$ cat config.mk
export PLATFORM = sky130hd
export DESIGN_NAME = sensor_bank_edge_event_detector_core
export DESIGN_NICKNAME = d
export VERILOG_FILES = /design/src/rtl/core/sbeed_pkg.sv /design/src/rtl/core/sbeed_front.sv /design/src/rtl/core/sbeed_queue.sv /design/src/rtl/core/sbeed_back.sv /design/src/rtl/core/sensor_bank_edge_event_detector_core.sv
export VERILOG_INCLUDE_DIRS = /design/src /design/src/rtl/core
export SDC_FILE = /design/constraint.sdc
export NUM_CORES = 1
export LEC_CHECK = 0
export ABC_AREA = 0
export BUFFER_PORTS_ARGS = -buffer_cell sky130_fd_sc_hd__buf_2
export CAP_MARGIN = 30
export CORE_MARGIN = 2
export CORE_UTILIZATION = 35
export DETAILED_ROUTE_END_ITERATION = 16
export PLACE_DENSITY_LB_ADDON = 0.05
export SLEW_MARGIN = 15
export SYNTH_ARGS = -nofsm -noshare
export SYNTH_HDL_FRONTEND = slang
export SYNTH_SLANG_ARGS = --single-unit
$ cat constraint.sdc
create_clock -name clk -period 7 [get_ports clk]
set_clock_uncertainty 0.05 [all_clocks]
set_input_delay 0 -clock clk [delete_from_list [all_inputs] [get_ports clk]]
set_output_delay 0 -clock clk [all_outputs]
set_load 0.02 [all_outputs]
$ cat src/rtl/core/sensor_bank_edge_event_detector_core_macros.svh
// Assertion macros for the edge event detector RTL.
// Users need a clock named clk and an active-low reset named arst_n in scope.
`ifndef SENSOR_BANK_EDGE_EVENT_DETECTOR_CORE_MACROS_SVH
`define SENSOR_BANK_EDGE_EVENT_DETECTOR_CORE_MACROS_SVH

// Same-cycle implication, checked outside reset
`define SBEED_ASSERT_IMP(label, ante, cons, msg) \
	label: assert property (@(posedge clk) disable iff (!arst_n) (ante) |-> (cons)) \
		else $error(msg);

// Next-cycle implication, checked outside reset
`define SBEED_ASSERT_NXT(label, ante, cons, msg) \
	label: assert property (@(posedge clk) disable iff (!arst_n) (ante) |=> (cons)) \
		else $error(msg);

`endif

$ cat src/rtl/core/sbeed_pkg.sv
// Package for the sensor bank edge event detector: payload and job types,
// constants and bit-search helpers. No dependencies.
`timescale 1ns / 1ps

package sbeed_pkg;

	localparam int BANK_COUNT      = 5;
	localparam int SENSORS_IN_BANK = 16;
	localparam int QUEUE_DEPTH     = 2;

	typedef logic [SENSORS_IN_BANK-1:0] sensor_mask_t;

	// Input transaction: one bank report
	typedef struct packed {
		logic [2:0] bank_index;
		logic [7:0] status_high;
		logic [7:0] status_low;
		logic [7:0] stamp_minutes;
		logic [5:0] stamp_seconds;
		logic [3:0] stamp_tenths;
	} in_item_t;

	// Output transaction: one event
	typedef struct packed {
		logic [6:0] sensor_index;
		logic [2:0] bank_number;
		logic [4:0] sensor_number;
		logic [7:0] event_minutes;
		logic [5:0] event_seconds;
		logic [3:0] event_tenths;
		logic       last_of_bank;
	} out_item_t;

	// Work handed from front to back; mask bit p is sensor position p
	typedef struct packed {
		logic [2:0]   bank;
		sensor_mask_t pos_mask;
		logic [7:0]   minutes;
		logic [5:0]   seconds;
		logic [3:0]   tenths;
	} job_t;

	// Lowest set position (first event in ascending order)
	function automatic logic [3:0] lowest_set(sensor_mask_t m);
		logic [3:0] r;
		r = '0;
		for (int p = SENSORS_IN_BANK - 1; p >= 0; p--) begin
			if (m[p]) begin
				r = 4'(p);
			end
		end
		return r;
	endfunction

	// Highest set position (last event of a report)
	function automatic logic [3:0] highest_set(sensor_mask_t m);
		logic [3:0] r;
		r = '0;
		for (int p = 0; p < SENSORS_IN_BANK; p++) begin
			if (m[p]) begin
				r = 4'(p);
			end
		end
		return r;
	endfunction

endpackage

$ cat src/rtl/core/sbeed_front.sv
// Front end: accepts bank reports, keeps sensor levels and the last
// triggered sensor, and turns each report with events into an event job. Uses sbeed_pkg.
`timescale 1ns / 1ps

module sbeed_front import sbeed_pkg::*; (
	input  logic     clk,
	input  logic     arst_n,
	input  logic     in_valid,
	input  in_item_t in_data,
	input  logic     queue_full,
	output logic     in_stall,
	output logic     push,
	output job_t     push_data
);

	logic [SENSORS_IN_BANK-1:0] levels_q [BANK_COUNT];
	logic [6:0]                 last_sensor_q;
	logic                       last_valid_q;

	logic                       accept;
	logic                       bank_ok;
	logic [SENSORS_IN_BANK-1:0] word;
	logic [SENSORS_IN_BANK-1:0] old_level;
	logic [SENSORS_IN_BANK-1:0] rising;
	sensor_mask_t               edge_mask;
	logic [3:0]                 first_pos;
	sensor_mask_t               pos_mask;

	assign in_stall = queue_full;
	assign accept   = in_valid && !in_stall;
	assign bank_ok  = 32'(in_data.bank_index) < BANK_COUNT;
	assign word     = {in_data.status_high, in_data.status_low};

	// Rising edges, reordered by position, with the repeated sensor removed
	always_comb begin
		old_level = '0;
		for (int b = 0; b < BANK_COUNT; b++) begin
			if (32'(in_data.bank_index) == b) begin
				old_level = levels_q[b];
			end
		end
		rising = word & ~old_level;
		for (int p = 0; p < SENSORS_IN_BANK; p++) begin
			edge_mask[p] = rising[SENSORS_IN_BANK-1-p];
		end
		first_pos = lowest_set(edge_mask);
		pos_mask  = edge_mask;
		// Only the first rising sensor can repeat the record; any earlier
		// event in the same report replaces it
		if (last_valid_q && last_sensor_q[6:4] == in_data.bank_index &&
				first_pos == last_sensor_q[3:0]) begin
			pos_mask[first_pos] = 1'b0;
		end
	end

	assign push = accept && bank_ok && (pos_mask != '0);

	always_comb begin
		push_data.bank     = in_data.bank_index;
		push_data.pos_mask = pos_mask;
		push_data.minutes  = in_data.stamp_minutes;
		push_data.seconds  = in_data.stamp_seconds;
		push_data.tenths   = in_data.stamp_tenths;
	end

	// State update: levels on each accepted report for a valid bank, last sensor only when events come out
	always_ff @(posedge clk or negedge arst_n) begin
		if (!arst_n) begin
			for (int b = 0; b < BANK_COUNT; b++) begin
				levels_q[b] <= '0;
			end
			last_sensor_q <= '0;
			last_valid_q  <= 1'b0;
		end else if (accept && bank_ok) begin
			for (int b = 0; b < BANK_COUNT; b++) begin
				if (32'(in_data.bank_index) == b) begin
					levels_q[b] <= word;
				end
			end
			if (pos_mask != '0) begin
				last_sensor_q <= {in_data.bank_index, highest_set(pos_mask)};
				last_valid_q  <= 1'b1;
			end
		end
	end

endmodule

$ cat src/rtl/core/sbeed_queue.sv
// Small job queue between front and back ends. Uses sbeed_pkg.
`timescale 1ns / 1ps

module sbeed_queue import sbeed_pkg::*; (
	input  logic clk,
	input  logic arst_n,
	input  logic push,
	input  job_t push_data,
	output logic full,
	input  logic pop,
	output logic pop_valid,
	output job_t pop_data
);

	localparam int PTR_W = (QUEUE_DEPTH > 1) ? $clog2(QUEUE_DEPTH) : 1;
	localparam int CNT_W = $clog2(QUEUE_DEPTH + 1);

	job_t             slots_q [QUEUE_DEPTH];
	logic [PTR_W-1:0] wr_ptr_q;
	logic [PTR_W-1:0] rd_ptr_q;
	logic [CNT_W-1:0] count_q;

	assign full      = 32'(count_q) == QUEUE_DEPTH;
	assign pop_valid = count_q != '0;
	assign pop_data  = slots_q[rd_ptr_q];

	// Storage
	always_ff @(posedge clk) begin
		if (push) begin
			slots_q[wr_ptr_q] <= push_data;
		end
	end

	// Pointers and fill count
	always_ff @(posedge clk or negedge arst_n) begin
		if (!arst_n) begin
			wr_ptr_q <= '0;
			rd_ptr_q <= '0;
			count_q  <= '0;
		end else begin
			if (push) begin
				wr_ptr_q <= (32'(wr_ptr_q) == QUEUE_DEPTH - 1) ? '0 : wr_ptr_q + 1'b1;
			end
			if (pop) begin
				rd_ptr_q <= (32'(rd_ptr_q) == QUEUE_DEPTH - 1) ? '0 : rd_ptr_q + 1'b1;
			end
			if (push && !pop) begin
				count_q <= count_q + 1'b1;
			end else if (pop && !push) begin
				count_q <= count_q - 1'b1;
			end
		end
	end

endmodule

$ cat src/rtl/core/sbeed_back.sv
// Back end: walks one job's position mask into an output register, one event
// per cycle unless out_stall holds it. Uses sbeed_pkg and the assertion macro header.
`timescale 1ns / 1ps
`include "sensor_bank_edge_event_detector_core_macros.svh"

module sbeed_back import sbeed_pkg::*; (
	input  logic      clk,
	input  logic      arst_n,
	input  logic      job_valid,
	input  job_t      job_data,
	output logic      pop,
	output logic      out_valid,
	input  logic      out_stall,
	output out_item_t out_data
);

	job_t         job_q;
	logic         busy_q;
	logic         out_valid_q;
	out_item_t    out_data_q;

	logic         advance;
	logic [3:0]   pos;
	sensor_mask_t remaining;

	assign pop       = job_valid && !busy_q;
	assign advance   = busy_q && (!out_valid_q || !out_stall);
	assign pos       = lowest_set(job_q.pos_mask);
	assign out_valid = out_valid_q;
	assign out_data  = out_data_q;

	always_comb begin
		remaining      = job_q.pos_mask;
		remaining[pos] = 1'b0;
	end

	// Job register and busy flag
	always_ff @(posedge clk or negedge arst_n) begin
		if (!arst_n) begin
			busy_q <= 1'b0;
		end else if (pop) begin
			busy_q <= 1'b1;
		end else if (advance && remaining == '0) begin
			busy_q <= 1'b0;
		end
	end

	always_ff @(posedge clk) begin
		if (pop) begin
			job_q <= job_data;
		end else if (advance) begin
			job_q.pos_mask <= remaining;
		end
	end

	// Output register
	always_ff @(posedge clk or negedge arst_n) begin
		if (!arst_n) begin
			out_valid_q <= 1'b0;
		end else if (advance) begin
			out_valid_q <= 1'b1;
		end else if (!out_stall) begin
			out_valid_q <= 1'b0;
		end
	end

	always_ff @(posedge clk) begin
		if (advance) begin
			out_data_q.sensor_index  <= {job_q.bank, pos};
			out_data_q.bank_number   <= job_q.bank;
			out_data_q.sensor_number <= {1'b0, pos} + 5'd1;
			out_data_q.event_minutes <= job_q.minutes;
			out_data_q.event_seconds <= job_q.seconds;
			out_data_q.event_tenths  <= job_q.tenths;
			out_data_q.last_of_bank  <= remaining == '0;
		end
	end

	// A live job always has an event left
	`SBEED_ASSERT_IMP(a_busy_has_work, busy_q, job_q.pos_mask != '0, "busy with empty mask")
	// An event that is not the last leaves its job in progress
	`SBEED_ASSERT_IMP(a_more_pending, out_valid_q && !out_data_q.last_of_bank, busy_q,
		"non-final event without pending job")
	// Events of one job share its bank
	`SBEED_ASSERT_IMP(a_same_bank, out_valid_q && !out_data_q.last_of_bank,
		out_data_q.bank_number == job_q.bank, "event bank differs from job bank")
	// Taking a final event with nothing queued leaves the back end idle
	`SBEED_ASSERT_NXT(a_idle_after_last, advance && remaining == '0 && !job_valid, !busy_q,
		"back end still busy after final event")

endmodule

$ cat src/rtl/core/sensor_bank_edge_event_detector_core.sv
// Top level of the sensor bank edge event detector: front end, job queue
// and back end. Uses sbeed_pkg, sbeed_front, sbeed_queue and sbeed_back.
//
//   channel  direction  handshake           payload
//   in       receive    in_valid/in_stall   in_data  (in_item_t, one bank report)
//   out      send       out_valid/out_stall out_data (out_item_t, one event)
//
// The front end takes a report whenever the job queue has room.
// The back end emits one event per cycle unless out_stall holds it; it loads a
// report's job, walks its events, and takes the next job only after the last one.
// Reports with no events, or for a bank beyond the last, never reach the queue.
// Reset clears all sensor levels and the last-sensor record at once.
// out_stall holds the output register; the queue absorbs reports meanwhile.
`timescale 1ns / 1ps

module sensor_bank_edge_event_detector_core import sbeed_pkg::*; (
	input  logic      clk,
	input  logic      arst_n,
	input  logic      in_valid,
	output logic      in_stall,
	input  in_item_t  in_data,
	output logic      out_valid,
	input  logic      out_stall,
	output out_item_t out_data
);

	logic queue_full;
	logic push;
	job_t push_data;
	logic pop;
	logic job_valid;
	job_t job_data;

	// Report intake and classification
	sbeed_front u_front (
		.clk        (clk),
		.arst_n     (arst_n),
		.in_valid   (in_valid),
		.in_data    (in_data),
		.queue_full (queue_full),
		.in_stall   (in_stall),
		.push       (push),
		.push_data  (push_data)
	);

	// Decoupling queue
	sbeed_queue u_queue (
		.clk       (clk),
		.arst_n    (arst_n),
		.push      (push),
		.push_data (push_data),
		.full      (queue_full),
		.pop       (pop),
		.pop_valid (job_valid),
		.pop_data  (job_data)
	);

	// Event generation
	sbeed_back u_back (
		.clk       (clk),
		.arst_n    (arst_n),
		.job_valid (job_valid),
		.job_data  (job_data),
		.pop       (pop),
		.out_valid (out_valid),
		.out_stall (out_stall),
		.out_data  (out_data)
	);

endmodule
### After elaboration in Yosys (flattened, before gate mapping)

Memories as Yosys holds them, arrays and structs flattened.
Cells that the tools add are included.

| storage, ports and cells | value |
|---|---|
| memory bits (read-only) | 0 |
| memory bits (writable) | 74 |
| bits in latches | 0 |
| output and inout bits | 36 |
| register bits | 165 |
| input port bits | 41 |
| memories kept | 1 |

Memories:

| memory | depth | width | read ports | clocked after Yosys merged registers in | write ports | line | RTL |
|---|---|---|---|---|---|---|---|
| u_queue.slots_q | 2 | 37 | 1 | 0 | 1 | sbeed_queue.sv:18 | `job_t slots_q [QUEUE_DEPTH];` |

| cells by class | value |
|---|---|
| equal/unequal tests | 8 |
| $add $sub $neg | 5 |
| $lt $le $gt $ge | 5 |
| multipliers | 0 |
| multiplexer cells | 69 |
| bitwise logic cells | 6 |
| div/mod/pow operators | 0 |
| reductions and logical operators | 32 |
| shifts and indexed selects | 0 |

Operators with widths:

| cell | count |
|---|---|
| $mux W4 | 40 |
| $mux W16 | 8 |
| $and A16 B16 Y16 | 3 |
| $not A16 Y16 | 3 |
| $logic_not A16 Y1 | 1 |
| $reduce_bool A16 Y1 | 1 |
| $logic_and A1 B1 Y1 | 12 |
| $mux W3 | 4 |
| $reduce_and A2 Y1 | 6 |
| $mux W1 | 11 |
| $lt A4 B5 Y1 const B | 2 |
| $demux W1 S4 | 2 |
| $ge A4 B1 Y1 const B | 2 |
| $mux W2 | 4 |
| $reduce_bool A2 Y1 | 4 |
| $eq A3 B2 Y1 const B | 2 |
| $logic_not A1 Y1 | 6 |
| $add A4 B1 Y5 const B | 1 |
| $eq A4 B4 Y1 | 1 |
| $eq A3 B1 Y1 const B | 1 |
| $eq A3 B3 Y1 | 1 |
| $eq A3 B3 Y1 const B | 1 |
| $logic_not A3 Y1 | 1 |
| $lt A3 B3 Y1 const B | 1 |
| 6 further kinds | 7 |

### Depth between registers and ports, before layout

Gate-level depths: netlist of the first run.

| logic depth | value |
|---|---|
| word-level depth | 46 |
| mapped depth | 21 |

### Hierarchy

A second synthesis of the first run with hierarchy kept.

| unflattened totals | value |
|---|---|
| cells, all modules | 790 |
| area total of the unflattened synthesis | 11081.9 µm² |

Modules (own cells, without submodules):

| module | cells each | area an instance (µm²) | times used | seq. area each (µm²) |
|---|---|---|---|---|
| sbeed_front | 468 | 5246.3 | 1 | 2202.1 |
| sbeed_queue | 131 | 2941.6 | 1 | 2322.2 |
| sbeed_back | 191 | 2894.0 | 1 | 2092.0 |

### Worst setup path after synthesis of the first run

Ideal clock, no wire load.

| timing | value |
|---|---|
| path type | flip-flop to flip-flop |
| start point | register u_front.levels_q[23] (netlist name) |
| end point | memory u_queue.slots_q[0][0] (netlist name), enable pin |
| required time | 6519 ps |
| library setup time | 431 ps |
| clock period less this slack | 5001 ps |
| slack | 1999 ps |
| data arrival time | 4520 ps |
| cell stages (with the launch flop) | 15 |
| cell sequence | dfrtp_1 -> mux2_1 -> nand2_1 -> o2111ai_1 -> and4b_1 -> a2111oi_4 -> mux2_4 -> o2111a_1 -> buf_2 -> a31oi_1 -> o21a_1 -> a211oi_1 -> a21o_1 -> buf_6 -> nor2_1 |

RTL lines:

| what | line | RTL |
|---|---|---|
| from (decl) | sbeed_front.sv:16 | `logic [SENSORS_IN_BANK-1:0] levels_q [BANK_COUNT];` |
| from (signal, indexed assignment) | sbeed_front.sv:77 | `levels_q[b] <= word;` |
| to (decl) | sbeed_queue.sv:18 |  |

### Worst setup path after layout of the first run

| timing | value |
|---|---|
| start point | input in_data[36] (netlist name) |
| end point | memory u_queue.slots_q[1][30] (netlist name), enable pin |

| on the way | value |
|---|---|
| cells in the longest elaborated chain, start to end | 35 |

RTL lines:

| what | line | RTL |
|---|---|---|
| from (decl) | sensor_bank_edge_event_detector_core.sv:21 | `input in_item_t in_data,` |
| $logic_not A3 Y1 | sbeed_front.sv:38 | `if (32'(in_data.bank_index) == b) begin` |
| $mux W16 (5 in a row) | sbeed_front.sv:38 |  |
| $not A16 Y16 | sbeed_front.sv:42 | `rising = word & ~old_level;` |
| $and A16 B16 Y16 | sbeed_front.sv:42 |  |
| $mux W4 (16 in a row) | sbeed_pkg.sv:48 | `if (m[p]) begin` |
| $lt A4 B5 Y1 (not written as such) / $ge A4 B1 Y1 (equally long branches) | sbeed_front.sv:52 | `pos_mask[first_pos] = 1'b0;` |
| $logic_and A1 B1 Y1 (not written as such) | sbeed_front.sv:52 |  |
| $mux W1 (not written as such) | sbeed_front.sv:52 |  |
| $demux W1 S4 | -- |  |
| $not A16 Y16 (no line) | -- |  |
| $and A16 B16 Y16 (no line) | -- |  |
| $mux W16 | sbeed_front.sv:50 | `if (last_valid_q && last_sensor_q[6:4] == in_data.bank_index &&` |
| $reduce_bool A16 Y1 | sbeed_front.sv:56 | `assign push = accept && bank_ok && (pos_mask != '0);` |
| $logic_and A1 B1 Y1 * | sbeed_front.sv:56 |  |
| $mux W1 * | sbeed_queue.sv:29 | `if (push) begin` |
| $mux W1 (not written as such) * | sbeed_queue.sv:30 | `slots_q[wr_ptr_q] <= push_data;` |

Every way passes the cells marked *; elsewhere a longest branch is shown, timed or not.

==> flow_summary.yaml, run 1 <==
floorplan:
  die_w_um: 178
  initial_util: 0.357
  core_area_um2: 29800
  row_count: 63
  dieArea_um2: 31800
  die-height_um: 178
  design.portCount: 77
outcome:
  run_status: "finished, final reports clean"
clock_network:
  worstSkewPairLatency_ns: 0.55
  path_clk_slew_ns: 0.06
  clockBufferDepth: 3
  cts_num_sinks: 236
  cts_root_buf: "clkbuf_16"
  cts_tree: "built"
  cts-htree-levels: 1
  cts_buffers: 27
global_routing:
  globalRouteOverflowTotal: 0
  grt_resource_usage_total: 0.158
  antenna_found_initial: 0
  pin_count_of_the_biggest_net_entering_global_routing: 66
  first_pass_grt_wire_length_um: 39000
  vias_in_the_first_global_route: 6902
yosys:
  syn_area_per_cell_um2: 14.3
  synth.cell_area_um2: 10700
  synth_enable_flop_cells: 142
  syn_nets: 789
  warnings_from_yosys: 0
  ys_flop_type: "edfxtp_1"
  synth_async_sr_flop_share: 0.398
  synth_cells: 743
  synth.yosys.seq_area_share: 0.621
  ys_ff_latch: 236
  yosys.cell_types.count: 75
critical_path:
  critical_path_arrival_ns: 5.73
  path_common_cell: "o21ai_1"
  crit_type: "in -> reg"
  critical_path.max_fanout: 22
  worstPathRequired_ns: 7.22
  cp_cell_sequence: "dlygate4sd3_1, buf_2, nand2b_1, o21ai_1, a21oi_1, and4b_1, a2111oi_4, mux2_4, nand3_4, o41ai_1, o21ai_1, nor4b_2, a21o_1, nor2_4, buf_4"
  endpoint_kind: "register"
  cp_slowest_stage_delay_ns: 0.72
  cpMaxStageDelayCell: "nand2b_1"
  critPathLaunchType: "input port"
pwr:
  total_power_uw: 4340
  leak_uw: 0.00485
  worst_ir_drop_vdd_uv: 193
  pwr_density_cell_nw_per_um2: 338
run:
  maxCapViolations: 0
sta:
  worst_hold_slack_ns: 0.0251
  post-route-period-util: 0.787
  setup_violations: 0
  worst_slew_margin_rel: 0.420
  tightestPinTransition_ns: 0.869
  setup-tns-final_ns: 0
  maxClockFrequency_ghz: 0.182
  min_period_ns: 5.51
  rsz0062_at_grt: "no"
  finalHoldViolCount: 0
  slew_violations: 0
final_layout:
  layout.filler_cells: 2738
  finalInstanceArea_um2: 12800
  syn2layout_area_growth_pct: 20.4
  most-common-layout-cells: "edfxtp_1, mux2_2, dfrtp_1"
  utilization: 0.430
  layout.cells.most_common: "edfxtp_1"
  num-nets-final: 915
  drive_above_1_share: 0.306
  num_antenna_cells: 0
routing:
  drt-total-wl_um: 24700
  drt_first_pass_iters: 4
  final_antenna_net_count: 0
  remaining_drc_errors: 0
  detail_route.vias_per_cell: 5.19
  dr_total_vias: 6639
  drt-initial-drc-count: 386
  avgRoutedWirePerCell_um: 19.3
min_path:
  hold_path.class: "in -> reg"
place:
  number_of_port_buffers: 76
  place_congestion: 0.856
  dpl_cell_area_um2: 11500
  dp_hpwl_um: 17200
[worst max-delay path, delay by kind of cell]
family,cells,cell delay [ns]
multiplexers,1,0.23
AND/OR/NAND/NOR,5,1.74
AO/OA/AOI/OAI,6,2.50
buffers and inverters,3,1.21
[power breakdown]
part,switching [µW],internal [µW],total [µW]
sequential,170,1850,2020
combinational,468,422,890
clock,572,858,1430
total,1210,3130,4340
[registers in the layout, summed over array words and instances, names as in the netlist]
| name | flops |
|---|---|
| u_front.last_sensor_q | 7 |
| u_queue.count_q | 2 |
| u_queue.rd_ptr_q | 1 |
| u_queue.slots_q | 74 |
| u_front.levels_q | 80 |
| u_back.job_q | 37 |
| u_back.out_data | 31 |
| u_back.busy_q | 1 |
| u_back.out_valid | 1 |
| u_front.last_valid_q | 1 |
| u_queue.wr_ptr_q | 1 |
[synth_stat cells (all sizes together), types with 6 or more instances]
cell	instances	area [µm²]
nor2	21	78.8
dfrtp	94	2350
mux2	107	1220
clkbuf	14	52.6
o21ai	35	175
inv	19	71.3
nor4	7	50.1
nand2	37	139
o221ai	9	109
nand3b	16	120
xnor2	8	70.1
buf	20	161
or2	6	40.0
mux2i	44	440
edfxtp	142	4260
o21a	15	113
a21oi	18	90.1
a211oi	7	57.6
nand3	17	97.6
o221a	7	78.8
nand2b	8	50.1
[cell type report]
class                      count  area, µm²  share of cell area
clock inverter                13        149              0.0116
timing repair buffer         131        945              0.0737
inverter                      19       71.3             0.00556
clock buffer                  37        774              0.0604
multi-input combinational    454       3780               0.295
tap                          390        488              0.0380
sequential                   236       6620               0.516
[metrics by stage]
stage / instances / setup WS, ns
finish: 1280 / 1.49
global route: 1280 / 1.06
CTS: 1280 / 1.50
detailed placement: 1190 / 1.36
global placement: 1186 / 1.53
floorplan: 743 / 2.00
[cell families (layout without fill, tap and decap cells)]
group / Yosys count / after routing / synth area share
compound gates: 143 / 143 / 0.104
xor+xnor: 11 / 11 / 0.00905
fa+ha+maj: 6 / 6 / 0.00681
buf+inv: 53 / 200 / 0.0268
flops: 236 / 236 / 0.621
mux: 151 / 151 / 0.156
simple gates: 143 / 143 / 0.0761
[worst paths after layout]
path / startpoint / end / slack (ns) / cells after the start
max: in_data[36] / u_queue.slots_q[1][30]$_DFFE_PP_ / 1.49 / 15
min: in_valid / u_front.last_sensor_q[3]$_DFFE_PN0P_ / 0.03 / 4
max reg2reg: u_front.levels_q[76]$_DFFE_PN0P_ / u_queue.slots_q[1][30]$_DFFE_PP_ / 2.03 / 13
min reg2reg: u_back.job_q[14]$_DFFE_PP_ / u_back.out_data[15]$_DFFE_PP_ / 0.37 / 0
max in group asynchronous: arst_n / u_queue.rd_ptr_q$_DFFE_PN0P_ / 5.53 / 4
min in group asynchronous: arst_n / u_front.levels_q[0]$_DFFE_PN0P_ / 0.44 / 4
[routing by layer]
layer / track usage / part of all wire
met1: 0.207 / 0.45
met4: 0.0495 / 0.030
met3: 0.0215 / 0.037
met5: 0 / 0
met2: 0.270 / 0.48
[timing repair]
action | 4_1_cts | 5_1_grt
endpoints found under the hold margin | 156 | 0
hold buffers | 40 | 0
setup buffers | 0 | 0
resized for setup | 0 | 0
No activity file was read; power rests on OpenSTA's default activity.
==> run 2, diff against run 1 <==
- clock period: 7 -> 5.2 ns (I/O delays scaled with it)
==> run 2 against run 1 <==
First-iteration DRC count up 9.6%. Critical path type is now reg -> reg. Critical endpoint is now u_queue.count_q[1]$_DFFE_PN0P_. Largest power group unchanged. Largest cell class unchanged. Cell count is 2.0% higher. Core utilization increased by 0.97 points.
==> flow_summary.yaml, run 2 (synthesized netlist as in run 1, its figures left out) <==
min_path:
  worst_min_delay_path_startpoint: "in_data[3]"
  hold_path.class: "in -> reg"
sta:
  worst_slew_margin_rel: 0.357
  finalHoldViolCount: 0
  setup-tns-final_ns: 0
  maxClockFrequency_ghz: 0.216
  min_period_ns: 4.62
  slew_violations: 0
  rsz0062_at_grt: "no"
  setup_violations: 0
  tightestPinTransition_ns: 0.965
  post-route-period-util: 0.889
floorplan:
  core_area_um2: 29800
  die-height_um: 178
  dieArea_um2: 31800
  die_w_um: 178
  initial_util: 0.357
  row_count: 63
  design.portCount: 77
critical_path:
  path_common_cell: "nand2_1"
  cp_slowest_stage_delay_ns: 0.45
  cp_cell_sequence: "mux2_1, nand2_1, o2111ai_1, and4b_1, a2111oi_4, mux2_4, o2111a_1, nand2_1, o311a_1, a211oi_1, a21o_1, buf_4, inv_2, ha_1, nor2_1, xor2_1"
  setup.worst_path.start: "u_front.levels_q[23]$_DFFE_PN0P_"
  timing.reg2reg.worst_path_depth: 16
  worstPathRequired_ns: 5.62
  crit_type: "reg -> reg"
  cpMaxStageDelayCell: "o2111a_1"
  critical_path.max_fanout: 11
  endpoint_kind: "register"
  r2r-start: "u_front.levels_q[23]$_DFFE_PN0P_"
  end_point_of_the_critical_path: "u_queue.count_q[1]$_DFFE_PN0P_"
  critPathLaunchType: "register"
  crit-reg2reg-capture: "u_queue.count_q[1]$_DFFE_PN0P_"
  critical_path_arrival_ns: 5.04
  reg2reg_setup_slack_ns: 0.58
global_routing:
  grt_resource_usage_total: 0.160
  pin_count_of_the_biggest_net_entering_global_routing: 74
  first_pass_grt_wire_length_um: 39400
  antenna_found_initial: 0
  globalRouteOverflowTotal: 0
  vias_in_the_first_global_route: 7019
routing:
  detail_route.vias_per_cell: 5.16
  final_antenna_net_count: 0
  drt-total-wl_um: 24800
  dr_total_vias: 6738
  remaining_drc_errors: 0
  drt-initial-drc-count: 423
  drt_first_pass_iters: 5
  avgRoutedWirePerCell_um: 19.0
final_layout:
  syn2layout_area_growth_pct: 23.1
  finalInstanceArea_um2: 13100
  utilization: 0.440
  num-nets-final: 943
  layout.cells.most_common: "edfxtp_1"
  layout.filler_cells: 2727
  regArea_um2: 6620
  register_with_the_highest_flop_count: "u_front.levels_q"
  num_antenna_cells: 0
  largest_registers: "u_front.levels_q (80), u_queue.slots_q (74), u_back.job_q (37)"
  largest_reg_flops: 80
  most-common-layout-cells: "edfxtp_1, mux2_2, dfrtp_1"
  drive_above_1_share: 0.322
  multiInputGateArea_um2: 3780
clock_network:
  cts_tree: "built"
  worstSkewPairLatency_ns: 0.54
  clockBufferDepth: 3
  cts-htree-levels: 1
  path_clk_slew_ns: 0.06
  cts_num_sinks: 236
  cts_buffers: 27
  cts_root_buf: "clkbuf_16"
place:
  place_congestion: 0.829
  dp_hpwl_um: 17100
  number_of_port_buffers: 76
  dpl_cell_area_um2: 11700
run:
  maxCapViolations: 0
outcome:
  run_status: "finished, final reports clean"
pwr:
  leak_uw: 0.00500
  worst_ir_drop_vdd_uv: 245
  pwr_density_cell_nw_per_um2: 455
## run 2: per-layer routing
layer	global-route usage	vias up	share of wire
met1	0.203	3420	0.44
met2	0.284	121	0.50
met3	0.0230	32	0.035
met4	0.0447	0	0.024
li1	-	3165	-
met5	0	-	0
## run 2: critical path: cells and delay by family, from the launching register on
family	cells	cell delay, ns
muxes	2	0.53
and+or+nand+nor	4	0.78
adders and majority gates	1	0.31
AOI/OAI and AO/OA	6	2.09
buffers and inverters	2	0.25
xor gates and xnor gates	1	0.15
DFF	1	0.37
## run 2: final cells by class
class / instances / area share
flip-flops and latches: 236 / 0.505
clock inverters: 14 / 0.0169
inverters: 19 / 0.00544
repair buffers: 159 / 0.0937
well taps: 390 / 0.0372
clock buffers: 33 / 0.0540
multi-input cells: 454 / 0.288
## run 2: worst min-delay path by stage
stage	slack, ns	cells past startpoint	endpoint
6_report	0.13	2	u_queue.slots_q[1][3]$_DFFE_PP_
2_1_floorplan	-0.35	0	u_back.busy_q$_DFFE_PN0P_
3_3_place_gp	-0.14	1	u_front.levels_q[52]$_DFFE_PN0P_
3_5_place_dp	-0.14	1	u_front.levels_q[4]$_DFFE_PN0P_
4_1_cts	0.1	2	u_queue.slots_q[1][3]$_DFFE_PP_
5_1_grt	0.13	2	u_queue.slots_q[1][1]$_DFFE_PP_
## run 2: per-stage QoR
step / cells / hold slack, ns / power [µW] / setup slack (ns)
final: 1305 / 0.127 / 5970 / 0.578
after global routing: 1305 / 0.125 / 6280 / 0.242
after CTS: 1302 / 0.0998 / 6040 / 0.552
after detailed placement: 1214 / -0.136 / 4000 / 0.554
after global placement: 1211 / -0.143 / 3940 / 0.520
after floorplan: 743 / -0.346 / 3560 / 0.199
## run 2: what timing repair did
action                    in CTS  in global routing
hold buffers                  41                  1
gates resized for setup        0                  0
buffers inserted               0                  0
hold endpoints to repair     172                 15
## run 2: where the power goes
group | switching (µW) | leakage, µW | internal (µW)
sequential | 225 | 0.00244 | 2480
combinational | 643 | 0.00211 | 629
clock | 766 | 0.000446 | 1220
